[src/hdl/dmc_pkg.sv]
package dmc_pkg;

    localparam int PULSE_W     = 12;
    localparam int SPEED_W     = 8;
    localparam int HALF_W      = 11;
    localparam int PROD_W      = SPEED_W + HALF_W;
    localparam int RECIP_W     = 13;
    localparam int RECIP_SHIFT = 20;
    localparam int CMDQ_DEPTH  = 2;
    localparam int RESQ_DEPTH  = 4;

    // floor(2^20 / 255); estimate is exact or one low for 19-bit products
    localparam logic [RECIP_W-1:0] RECIP      = 13'd4112;
    localparam logic [PROD_W-1:0]  SPEED_FULL = 19'd255;

    localparam logic [2:0] FUNC_SPEED = 3'd0;
    localparam logic [2:0] FUNC_DIR   = 3'd1;
    localparam logic [2:0] FUNC_BOTH  = 3'd2;
    localparam logic [2:0] FUNC_DIFF  = 3'd3;
    localparam logic [2:0] FUNC_STOP  = 3'd4;

    localparam logic [1:0] DIR_FWD   = 2'd0;
    localparam logic [1:0] DIR_BWD   = 2'd1;
    localparam logic [1:0] DIR_STOP  = 2'd2;
    localparam logic [1:0] DIR_BRAKE = 2'd3;

    localparam logic [1:0] CFG_ENABLE = 2'd0;
    localparam logic [1:0] CFG_PMIN   = 2'd1;
    localparam logic [1:0] CFG_PMAX   = 2'd2;

    // slot bits in issue order: 0 dir m0, 1 speed m0, 2 dir m1, 3 speed m1
    typedef struct packed {
        logic [3:0]         slots;
        logic [1:0]         dir1;
        logic [1:0]         dir0;
        logic [SPEED_W-1:0] spd1;
        logic [SPEED_W-1:0] spd0;
    } cmd_t;

    typedef struct packed {
        logic               valid;
        logic               chan;
        logic [1:0]         dir;
        logic [SPEED_W-1:0] speed;
        logic               last;
    } op_t;

    typedef struct packed {
        logic               chan;
        logic [PULSE_W-1:0] pulse;
        logic               last;
    } res_t;

endpackage

[src/hdl/dmc_front.sv]
module dmc_front
    import dmc_pkg::*;
(
    input  logic         clk,
    input  logic         rst_n,
    input  logic         enable,
    input  logic         push,
    output logic         full,
    input  logic [2:0]   func,
    input  logic [7:0]   motor_mask,
    input  logic [7:0]   speed_a,
    input  logic [7:0]   speed_b,
    input  logic [7:0]   dir_a,
    input  logic [7:0]   dir_b,
    input  logic         q_pop,
    output logic         q_empty,
    output cmd_t         q_head
);

    localparam int CQ_AW = $clog2(CMDQ_DEPTH);
    localparam int CQ_CW = $clog2(CMDQ_DEPTH + 1);

    cmd_t             dec;
    logic             sel0;
    logic             sel1;
    logic             dv0;
    logic             dv1;
    logic             wr;
    logic             rd;

    cmd_t             mem_reg [CMDQ_DEPTH];
    logic [CQ_AW-1:0] wptr_reg;
    logic [CQ_AW-1:0] wptr_next;
    logic [CQ_AW-1:0] rptr_reg;
    logic [CQ_AW-1:0] rptr_next;
    logic [CQ_CW-1:0] cnt_reg;
    logic [CQ_CW-1:0] cnt_next;

    always_comb
    begin
        sel0 = motor_mask[0] | (func == FUNC_DIFF);
        sel1 = motor_mask[1] | (func == FUNC_DIFF);
        dv0  = (dir_a[7:2] == 6'd0);
        dv1  = (dir_b[7:2] == 6'd0);
        dec.dir0  = dir_a[1:0];
        dec.dir1  = dir_b[1:0];
        dec.spd0  = speed_a;
        dec.spd1  = speed_b;
        dec.slots = 4'b0000;
        unique case (func)
            FUNC_SPEED:
            begin
                dec.slots = {sel1, 1'b0, sel0, 1'b0};
            end
            FUNC_DIR:
            begin
                dec.slots = {1'b0, sel1 & dv1, 1'b0, sel0 & dv0};
            end
            FUNC_BOTH, FUNC_DIFF:
            begin
                dec.slots = {sel1, sel1 & dv1, sel0, sel0 & dv0};
            end
            FUNC_STOP:
            begin
                dec.slots = 4'b1111;
                dec.dir0  = DIR_STOP;
                dec.dir1  = DIR_STOP;
                dec.spd0  = '0;
                dec.spd1  = '0;
            end
            default:
            begin
                dec.slots = 4'b0000;
            end
        endcase
        if (!enable)
        begin
            dec.slots = 4'b0000;
        end
    end

    assign full    = (cnt_reg == CQ_CW'(CMDQ_DEPTH));
    assign q_empty = (cnt_reg == '0);
    assign q_head  = mem_reg[rptr_reg];

    // commands that update nothing are taken and dropped here
    assign wr = push && !full && (dec.slots != 4'b0000);
    assign rd = q_pop && !q_empty;

    always_comb
    begin
        wptr_next = wr ? wptr_reg + 1'b1 : wptr_reg;
        rptr_next = rd ? rptr_reg + 1'b1 : rptr_reg;
        cnt_next  = cnt_reg + CQ_CW'(wr) - CQ_CW'(rd);
    end

    always_ff @(posedge clk or negedge rst_n)
    begin
        if (!rst_n)
        begin
            wptr_reg <= '0;
            rptr_reg <= '0;
            cnt_reg  <= '0;
        end
        else
        begin
            wptr_reg <= wptr_next;
            rptr_reg <= rptr_next;
            cnt_reg  <= cnt_next;
        end
    end

    always_ff @(posedge clk)
    begin
        if (wr)
        begin
            mem_reg[wptr_reg] <= dec;
        end
    end

endmodule

[src/hdl/dmc_back.sv]
module dmc_back
    import dmc_pkg::*;
(
    input  logic clk,
    input  logic rst_n,
    input  logic q_empty,
    input  cmd_t q_head,
    output logic q_pop,
    input  logic room,
    output op_t  op
);

    logic [3:0]         pend_reg;
    logic [3:0]         pend_next;
    cmd_t               cur_reg;
    logic [1:0]         dir_reg [2];
    logic [SPEED_W-1:0] spd_reg [2];

    logic [1:0]         k;
    logic [3:0]         rest;
    logic               issue;
    logic               done;
    logic               chan;
    logic [1:0]         new_dir;
    logic [SPEED_W-1:0] new_spd;

    always_comb
    begin
        priority if (pend_reg[0])
        begin
            k = 2'd0;
        end
        else if (pend_reg[1])
        begin
            k = 2'd1;
        end
        else if (pend_reg[2])
        begin
            k = 2'd2;
        end
        else
        begin
            k = 2'd3;
        end
    end

    assign rest  = pend_reg & ~(4'b0001 << k);
    assign issue = (pend_reg != 4'b0000) && room;
    assign done  = (pend_reg == 4'b0000) || (issue && (rest == 4'b0000));
    assign q_pop = done && !q_empty;
    assign chan  = k[1];

    always_comb
    begin
        if (k[0])
        begin
            new_dir = dir_reg[chan];
            new_spd = chan ? cur_reg.spd1 : cur_reg.spd0;
        end
        else
        begin
            new_dir = chan ? cur_reg.dir1 : cur_reg.dir0;
            new_spd = spd_reg[chan];
        end
    end

    always_comb
    begin
        op.valid = issue;
        op.chan  = chan;
        op.dir   = new_dir;
        op.speed = new_spd;
        op.last  = (rest == 4'b0000);
    end

    always_comb
    begin
        pend_next = pend_reg;
        if (q_pop)
        begin
            pend_next = q_head.slots;
        end
        else if (issue)
        begin
            pend_next = rest;
        end
    end

    always_ff @(posedge clk or negedge rst_n)
    begin
        if (!rst_n)
        begin
            pend_reg   <= 4'b0000;
            dir_reg[0] <= DIR_STOP;
            dir_reg[1] <= DIR_STOP;
            spd_reg[0] <= '0;
            spd_reg[1] <= '0;
        end
        else
        begin
            pend_reg <= pend_next;
            if (issue)
            begin
                dir_reg[chan] <= new_dir;
                spd_reg[chan] <= new_spd;
            end
        end
    end

    always_ff @(posedge clk)
    begin
        if (q_pop)
        begin
            cur_reg <= q_head;
        end
    end

endmodule

[src/hdl/dmc_pulse.sv]
module dmc_pulse
    import dmc_pkg::*;
(
    input  logic               clk,
    input  logic               rst_n,
    input  op_t                op,
    output logic               room,
    input  logic [PULSE_W-1:0] pulse_min,
    input  logic [PULSE_W-1:0] pulse_max,
    output logic               empty,
    input  logic               pop,
    output logic               channel,
    output logic [PULSE_W-1:0] pulse,
    output logic               last
);

    localparam int RQ_AW = $clog2(RESQ_DEPTH);
    localparam int RQ_CW = $clog2(RESQ_DEPTH + 1);
    localparam int EST_W = PROD_W + RECIP_W;

    logic [PULSE_W:0]   nsum;
    logic [PULSE_W-1:0] neutral;
    logic [PULSE_W-1:0] diff;
    logic [HALF_W-1:0]  half;

    logic               v1_reg;
    logic               ch1_reg;
    logic [1:0]         dir1_reg;
    logic               last1_reg;
    logic [PROD_W-1:0]  prod1_reg;

    logic               v2_reg;
    logic               ch2_reg;
    logic [1:0]         dir2_reg;
    logic               last2_reg;
    logic [PROD_W-1:0]  prod2_reg;
    logic [PULSE_W-1:0] q2_reg;

    logic [EST_W-1:0]   est;
    logic [PROD_W:0]    q255;
    logic [PROD_W-1:0]  rem;
    logic [PULSE_W-1:0] offset;
    res_t               res;

    res_t               mem_reg [RESQ_DEPTH];
    logic [RQ_AW-1:0]   wptr_reg;
    logic [RQ_AW-1:0]   rptr_reg;
    logic [RQ_CW-1:0]   fcnt_reg;
    logic [RQ_CW-1:0]   fcnt_next;
    logic [RQ_CW-1:0]   cred_reg;
    logic [RQ_CW-1:0]   cred_next;
    logic               pop_ok;

    assign nsum    = {1'b0, pulse_min} + {1'b0, pulse_max};
    assign neutral = nsum[PULSE_W:1];
    assign diff    = pulse_max - pulse_min;
    assign half    = (pulse_max >= pulse_min) ? diff[PULSE_W-1:1] : '0;

    // offset = floor(speed * half / 255): reciprocal estimate, then one correction
    assign est    = EST_W'(prod1_reg) * EST_W'(RECIP);
    assign q255   = {(PROD_W+1-PULSE_W)'(0), q2_reg} * (PROD_W+1)'(SPEED_FULL);
    assign rem    = prod2_reg - q255[PROD_W-1:0];
    assign offset = (rem >= SPEED_FULL) ? q2_reg + 1'b1 : q2_reg;

    always_comb
    begin
        res.chan = ch2_reg;
        res.last = last2_reg;
        unique case (dir2_reg)
            DIR_FWD:   res.pulse = neutral + offset;
            DIR_BWD:   res.pulse = neutral - offset;
            DIR_STOP:  res.pulse = neutral;
            DIR_BRAKE: res.pulse = neutral;
            default:   res.pulse = neutral;
        endcase
    end

    assign pop_ok    = pop && !empty;
    assign empty     = (fcnt_reg == '0);
    assign room      = (cred_reg < RQ_CW'(RESQ_DEPTH));
    assign fcnt_next = fcnt_reg + RQ_CW'(v2_reg) - RQ_CW'(pop_ok);
    assign cred_next = cred_reg + RQ_CW'(op.valid) - RQ_CW'(pop_ok);

    assign channel = mem_reg[rptr_reg].chan;
    assign pulse   = mem_reg[rptr_reg].pulse;
    assign last    = mem_reg[rptr_reg].last;

    always_ff @(posedge clk or negedge rst_n)
    begin
        if (!rst_n)
        begin
            v1_reg   <= 1'b0;
            v2_reg   <= 1'b0;
            wptr_reg <= '0;
            rptr_reg <= '0;
            fcnt_reg <= '0;
            cred_reg <= '0;
        end
        else
        begin
            v1_reg   <= op.valid;
            v2_reg   <= v1_reg;
            fcnt_reg <= fcnt_next;
            cred_reg <= cred_next;
            if (v2_reg)
            begin
                wptr_reg <= wptr_reg + 1'b1;
            end
            if (pop_ok)
            begin
                rptr_reg <= rptr_reg + 1'b1;
            end
        end
    end

    always_ff @(posedge clk)
    begin
        ch1_reg   <= op.chan;
        dir1_reg  <= op.dir;
        last1_reg <= op.last;
        prod1_reg <= PROD_W'(op.speed) * PROD_W'(half);
        ch2_reg   <= ch1_reg;
        dir2_reg  <= dir1_reg;
        last2_reg <= last1_reg;
        prod2_reg <= prod1_reg;
        q2_reg    <= est[RECIP_SHIFT +: PULSE_W];
        if (v2_reg)
        begin
            mem_reg[wptr_reg] <= res;
        end
    end

endmodule

[src/hdl/dual_motor_command_to_servo_pulse.sv]
// Two-motor command to servo pulse converter.
// Command channel: push/full. A word (func, motor_mask, speeds, directions)
// is taken on a clock edge with push high and full low.
// Result channel: empty/pop. While empty is low the oldest pulse word
// (channel, pulse, last) is on the ports; pop high takes it. last marks the
// final word of a command. Commands that update nothing give no words.
// Configuration: cfg_valid/cfg_ready with cfg_addr (0 enable, 1 pulse_min,
// 2 pulse_max) and cfg_wdata; cfg_ready is always high. Write only when idle.
// The first word of a command passes the command queue, the sequencer's
// pend/cur registers, the v1/v2 pipeline registers and the result queue.
// Throughput: one result word per cycle while the result queue has room,
// set by the single-issue sequencer, which issues a command's 1 to 4 words.
// A two-entry command queue and a four-word result queue decouple both sides;
// when pop stays low, the result queue fills, the sequencer halts, and full
// rises once the command queue is full.
// Reset: driver disabled, limits 205/410, both motors stopped at speed zero,
// queues empty.
module dual_motor_command_to_servo_pulse
    import dmc_pkg::*;
(
    input  logic               clk,
    input  logic               rst_n,
    input  logic               push,
    output logic               full,
    input  logic [2:0]         func,
    input  logic [7:0]         motor_mask,
    input  logic [7:0]         speed_a,
    input  logic [7:0]         speed_b,
    input  logic [7:0]         dir_a,
    input  logic [7:0]         dir_b,
    output logic               empty,
    input  logic               pop,
    output logic               channel,
    output logic [PULSE_W-1:0] pulse,
    output logic               last,
    input  logic               cfg_valid,
    output logic               cfg_ready,
    input  logic [1:0]         cfg_addr,
    input  logic [PULSE_W-1:0] cfg_wdata
);

    logic               enable_reg;
    logic [PULSE_W-1:0] pmin_reg;
    logic [PULSE_W-1:0] pmax_reg;

    logic               q_pop;
    logic               q_empty;
    cmd_t               q_head;
    logic               room;
    op_t                op;

    assign cfg_ready = 1'b1;

    always_ff @(posedge clk or negedge rst_n)
    begin
        if (!rst_n)
        begin
            enable_reg <= 1'b0;
            pmin_reg   <= 12'd205;
            pmax_reg   <= 12'd410;
        end
        else if (cfg_valid && cfg_ready)
        begin
            unique case (cfg_addr)
                CFG_ENABLE: enable_reg <= cfg_wdata[0];
                CFG_PMIN:   pmin_reg   <= cfg_wdata;
                CFG_PMAX:   pmax_reg   <= cfg_wdata;
                default:    ;
            endcase
        end
    end

    dmc_front u_front (
        .clk        (clk),
        .rst_n      (rst_n),
        .enable     (enable_reg),
        .push       (push),
        .full       (full),
        .func       (func),
        .motor_mask (motor_mask),
        .speed_a    (speed_a),
        .speed_b    (speed_b),
        .dir_a      (dir_a),
        .dir_b      (dir_b),
        .q_pop      (q_pop),
        .q_empty    (q_empty),
        .q_head     (q_head)
    );

    dmc_back u_back (
        .clk     (clk),
        .rst_n   (rst_n),
        .q_empty (q_empty),
        .q_head  (q_head),
        .q_pop   (q_pop),
        .room    (room),
        .op      (op)
    );

    dmc_pulse u_pulse (
        .clk       (clk),
        .rst_n     (rst_n),
        .op        (op),
        .room      (room),
        .pulse_min (pmin_reg),
        .pulse_max (pmax_reg),
        .empty     (empty),
        .pop       (pop),
        .channel   (channel),
        .pulse     (pulse),
        .last      (last)
    );

endmodule

[config.mk]
export PLATFORM = sky130hd
export DESIGN_NAME = dual_motor_command_to_servo_pulse
export DESIGN_NICKNAME = d
export VERILOG_FILES = /design/src/hdl/dmc_pkg.sv /design/src/hdl/dmc_front.sv /design/src/hdl/dmc_back.sv /design/src/hdl/dmc_pulse.sv /design/src/hdl/dual_motor_command_to_servo_pulse.sv
export SDC_FILE = /design/constraint.sdc
export NUM_CORES = 1
export LEC_CHECK = 0
export BUFFER_PORTS_ARGS = -buffer_cell sky130_fd_sc_hd__buf_2
export CAP_MARGIN = 20
export CORE_ASPECT_RATIO = 1.1
export CORE_MARGIN = 5
export CORE_UTILIZATION = 50
export CTS_BUF_LIST = sky130_fd_sc_hd__clkbuf_16
export DETAILED_ROUTE_END_ITERATION = 12
export PLACE_DENSITY_LB_ADDON = 0.08
export SYNTH_ARGS = -nofsm -noshare
export SYNTH_HDL_FRONTEND = slang
export SYNTH_SLANG_ARGS = --single-unit
[constraint.sdc]
create_clock -name clk -period 9 [get_ports clk]
set_input_delay 0 -clock clk [delete_from_list [all_inputs] [get_ports clk]]
set_output_delay 0 -clock clk [all_outputs]
set_load 0.02 [all_outputs]
==> results <==
- The synthesized netlist occupies a cell area of roughly 17000 um^2.
- The setup violation total in the final timing report is 0.
- In the routed layout, each cell is associated on average with a via count of 5.19.
- The net count of the mapped netlist is 1977.
- The share of synthesized area in the top cell type comes to 21.4%.
- The first-pass GRT wire length is 58900 um.
- The initial antenna violation count is 0.
- For this run, the post-layout net count is 2095.
- Yosys mapped a number of flops with a built-in enable equal to approximately 120.
- The shortest clock period the worst path allows after layout is 8280 ps.
- The final cell count without fillers is 2202.
- For this configuration, the core starts out at a cell density of 50.8%.
- The total via count in the routed design is 11400.
- In this run the remaining antenna-violating nets after routing total 0.
- The source-to-sink clock delay at the later pin of the worst-skew pair is about 540 ps.
- The count of input and output buffers is 71.
- For the pin with the worst max-slew slack, the measured transition is 947 ps.
- After layout, the worst setup slack is a little over 700 ps.
- In this run the critical register-to-register path is launched from u_pulse.q2_reg[9].
- The register with the most flip-flops in the layout has 56 of them.
- The floorplan die width is 188 um.
- The number of placed instances, taps included, is 2104.
- The data arrival time of the critical path is between 8000 and 9000 ps.
- The kind of end point of the critical path is a flop.
- The worst register-to-register path has a depth of 34.
- The routed length per placed instance is 16.2 um.
- From synthesis to final layout, the design area changed by 13.4%.
- The antenna diode count is 0.
- Along the worst hold path, the cell count comes to 4.
- Of the cells placed in the final design, the portion with a size suffix greater than 1 is 13.6%.
- The number of failing hold endpoints at the final stage came to 0.
- The worst flop-to-flop path endpoint is u_pulse.mem_reg[3][11].
- The number of global-route vias before repair is 11700.
- The sequential fraction of the synthesis area is 37.4%.
- The path with the worst hold slack has its endpoint at u_front.mem_reg[1][23].
- The HPWL reported at the end of detailed placement is ~28000 um.
- The cell count after synthesis came out at 1625.
- 79 I/O pins were placed.
- Among all flip-flop cells after synthesis, the most frequent one is sky130_fd_sc_hd__edfxtp_1.
- The cell chosen for the clock root is sky130_fd_sc_hd__clkbuf_16.
- The number of standard-cell rows in the floorplan is 71.
- The first TritonRoute pass finished after 5 iterations.
- Setup repair after global routing left no endpoint under its margin.
- The final max-slew violation count is 0.
- The path class of the tightest hold or removal check is input pin to flop.
- STA puts the critical path data required time at 9280 ps.
- After synthesis, the netlist uses 84 different library cells.
- In the final timing run, aggregate negative setup slack is 0 ps.
- The path type of the worst setup path is flop to flop.
- The largest net degree at the start of global routing is 66.
- In this run the number of H-tree levels came out at 1.
- The flow ran to the end, and the final reports show no timing, DRC or antenna violations.
- The final layout contains routed wiring with a total length of approximately 36000 um.
- The violation count after the first detailed-routing iteration is 564.
- The highest-delay cell along the critical path is sky130_fd_sc_hd__fa_1.
- Summing all multi-input logic gate instances after layout gives 9790 um^2.
- Derived from the worst setup path, the maximum achievable clock frequency is 121 MHz.
- The reg2reg setup slack is a little over 700 ps.
- The setup clock skew after layout is between 10 and 15 ps.
- The core region area is between 30000 and 40000 um^2.
- Measured along the y axis, the die boundary spans 206 um.
- The final worst-path cycle share is between 90% and 100%.
- In the global route stage, overall resource usage came out at 18.6%.
- The fraction of registers with async set or reset after synthesis is between 20% and 30%.
- The floorplan step defined a die boundary enclosing slightly below 40000 um^2.
- The Yosys step of the flow raised 0 warnings.
- The max-slew headroom at the worst pin is 36.0%.
- After clock tree synthesis, the clock-pin slew on the worst setup and hold paths is 60 ps.
- The post-synthesis average cell area is 10.7 um^2.
- The delay of the slowest cell on the worst path is 590 ps.
- The clock buffer count from CTS is 27.
- Across the whole layout, storage elements account for 6530 um^2.
- The synthesized design spends more area on one cell type than any other, namely sky130_fd_sc_hd__edfxtp_1.
- The congestion estimate from routability-driven global placement came to 0.841.
- The max capacitance violation total is 0.
- STA classifies the critical path startpoint as a flop.
- The worst hold path begins at func[2].
- TritonCTS built the clock tree.
- Counting stages on the worst path, the most repeated cell is sky130_fd_sc_hd__inv_1.
- The clock drives 247 sinks.
- OpenSTA, run right after detailed placement, puts the worst setup slack at approximately 700 ps.
- Global routing finished with a remaining overflow of 0.
- By area the synthesized netlist is led by sky130_fd_sc_hd__edfxtp_1 (21%), sky130_fd_sc_hd__fa_1 (14%), sky130_fd_sc_hd__ha_1 (12%).
- The number of design rule violations left after detail routing is 0.
- No sink is reached through more buffers than the 3 on the longest clock path.
- The worst-path maximum fanout is 16.
- The number of filler instances in the final layout is 2977.
- The register bit total from synthesis is 247.
==> what timing repair did <==
action / in CTS / in global routing
hold endpoints to repair: 129 / 0
resized for setup: 0 / 0
hold buffers: 47 / 0
endpoints found under the setup margin: 0 / 0
setup buffers: 0 / 0
==> synthesized netlist by cell type (5+ instances only) <==
library cell                 n
sky130_fd_sc_hd__and2_1     17
sky130_fd_sc_hd__xnor2_1    59
sky130_fd_sc_hd__nand2b_1   12
sky130_fd_sc_hd__o211ai_1    5
sky130_fd_sc_hd__nor2_1    117
sky130_fd_sc_hd__o31ai_1     7
sky130_fd_sc_hd__buf_1       6
sky130_fd_sc_hd__and4_1      5
sky130_fd_sc_hd__dfrtp_1    53
sky130_fd_sc_hd__o21ai_0    86
sky130_fd_sc_hd__a211oi_1   10
sky130_fd_sc_hd__fa_1      124
sky130_fd_sc_hd__nand3_1    18
sky130_fd_sc_hd__mux4_2     14
sky130_fd_sc_hd__mux2i_1     9
sky130_fd_sc_hd__or2_2      13
sky130_fd_sc_hd__o21bai_1   13
sky130_fd_sc_hd__a21boi_0    7
sky130_fd_sc_hd__inv_1     251
sky130_fd_sc_hd__mux2_2     46
sky130_fd_sc_hd__nand2_1   105
sky130_fd_sc_hd__edfxtp_1  124
sky130_fd_sc_hd__xor2_1     25
sky130_fd_sc_hd__a31oi_1     9
sky130_fd_sc_hd__ha_1      166
sky130_fd_sc_hd__dfstp_2    12
sky130_fd_sc_hd__dfxtp_1    58
sky130_fd_sc_hd__clkbuf_1   33
sky130_fd_sc_hd__or3_1       6
sky130_fd_sc_hd__o21a_1      7
sky130_fd_sc_hd__nor2b_1    35
sky130_fd_sc_hd__nor3_1     13
sky130_fd_sc_hd__a21o_1     12
sky130_fd_sc_hd__nand4_1    12
sky130_fd_sc_hd__and3_1     10
sky130_fd_sc_hd__a21oi_1    57
==> cells by family (layout without fill, tap and decap cells) <==
| kind of cell | after synthesis | after routing | synth area share (%) |
|---|---|---|---|
| xor gates and xnor gates | 85 | 85 | 4.35 |
| adders and majority gates | 292 | 292 | 26.3 |
| other | 1 | 1 | 0.0215 |
| DFF | 247 | 247 | 37.4 |
| muxes | 69 | 69 | 5.30 |
| and+or+nand+nor | 384 | 384 | 10.7 |
| AOI/OAI and AO/OA | 253 | 253 | 9.47 |
| buffers and inverters | 294 | 433 | 6.41 |
==> layer usage <==
metal | wire, um | GRT usage, %
met2 | 17400 | 32.1
met5 | 0 | 0
met4 | 826 | 4.59
met1 | 16100 | 25.2
met3 | 1340 | 2.29
==> cell usage in the layout, fill, tap and decap left out, types with 47 or more instances in the layout <==
| cell type | n |
|---|---|
| sky130_fd_sc_hd__inv_1 | 255 |
| sky130_fd_sc_hd__nand2_1 | 105 |
| sky130_fd_sc_hd__fa_1 | 124 |
| sky130_fd_sc_hd__ha_1 | 166 |
| sky130_fd_sc_hd__dfrtp_1 | 53 |
| sky130_fd_sc_hd__edfxtp_1 | 124 |
| sky130_fd_sc_hd__nor2_1 | 115 |
| sky130_fd_sc_hd__a21oi_1 | 57 |
| sky130_fd_sc_hd__buf_2 | 71 |
| sky130_fd_sc_hd__xnor2_1 | 59 |
| sky130_fd_sc_hd__dfxtp_1 | 58 |
| sky130_fd_sc_hd__dlygate4sd3_1 | 47 |
| sky130_fd_sc_hd__o21ai_0 | 86 |
==> worst max-delay path: cells and delay by family, from the launching register on <==
kind | cells | cell delay, ps
adder cells (fa/ha/maj) | 6 | 2880
AO/OA/AOI/OAI | 9 | 1950
AND/OR/NAND/NOR | 9 | 1260
multiplexers | 2 | 510
flip-flops | 1 | 480
buffers and inverters | 5 | 470
XOR/XNOR | 3 | 460
==> final cells by class <==
class	instances	area share (%)
multi-input combinational	1084	49.6
timing repair buffer	132	4.81
inverter	251	4.77
sequential	247	33.0
clock buffer	28	3.55
clock inverter	22	1.51
tap	438	2.77
==> worst max-delay path by stage <==
stage | startpoint | end | slack, ps | cells after the start
2_1_floorplan | u_pulse.q2_reg[9] | u_pulse.mem_reg[0][11] | 1360 | 36
3_3_place_gp | u_pulse.q2_reg[9] | u_pulse.mem_reg[0][11] | 780 | 34
3_5_place_dp | u_pulse.q2_reg[9] | u_pulse.mem_reg[0][11] | 700 | 34
4_1_cts | u_pulse.q2_reg[9] | u_pulse.mem_reg[0][11] | 660 | 34
5_1_grt | pmin_reg[0] | u_pulse.prod1_reg[17] | 160 | 33
6_report | u_pulse.q2_reg[9] | u_pulse.mem_reg[3][11] | 720 | 34
==> metrics by stage <==
step	cell area (um^2)	hold slack (ps)	util [%]
4_1_cts	19700	79.5	57.5
2_1_floorplan	17400	-296	-
6_report	19800	153	57.6
3_5_place_dp	18300	236	53.3
3_3_place_gp	18300	232	53.3
5_1_grt	19800	151	57.6
Power is not shown: default switching activity piles up to over one toggle a cycle in this logic, so the estimate is an artifact.
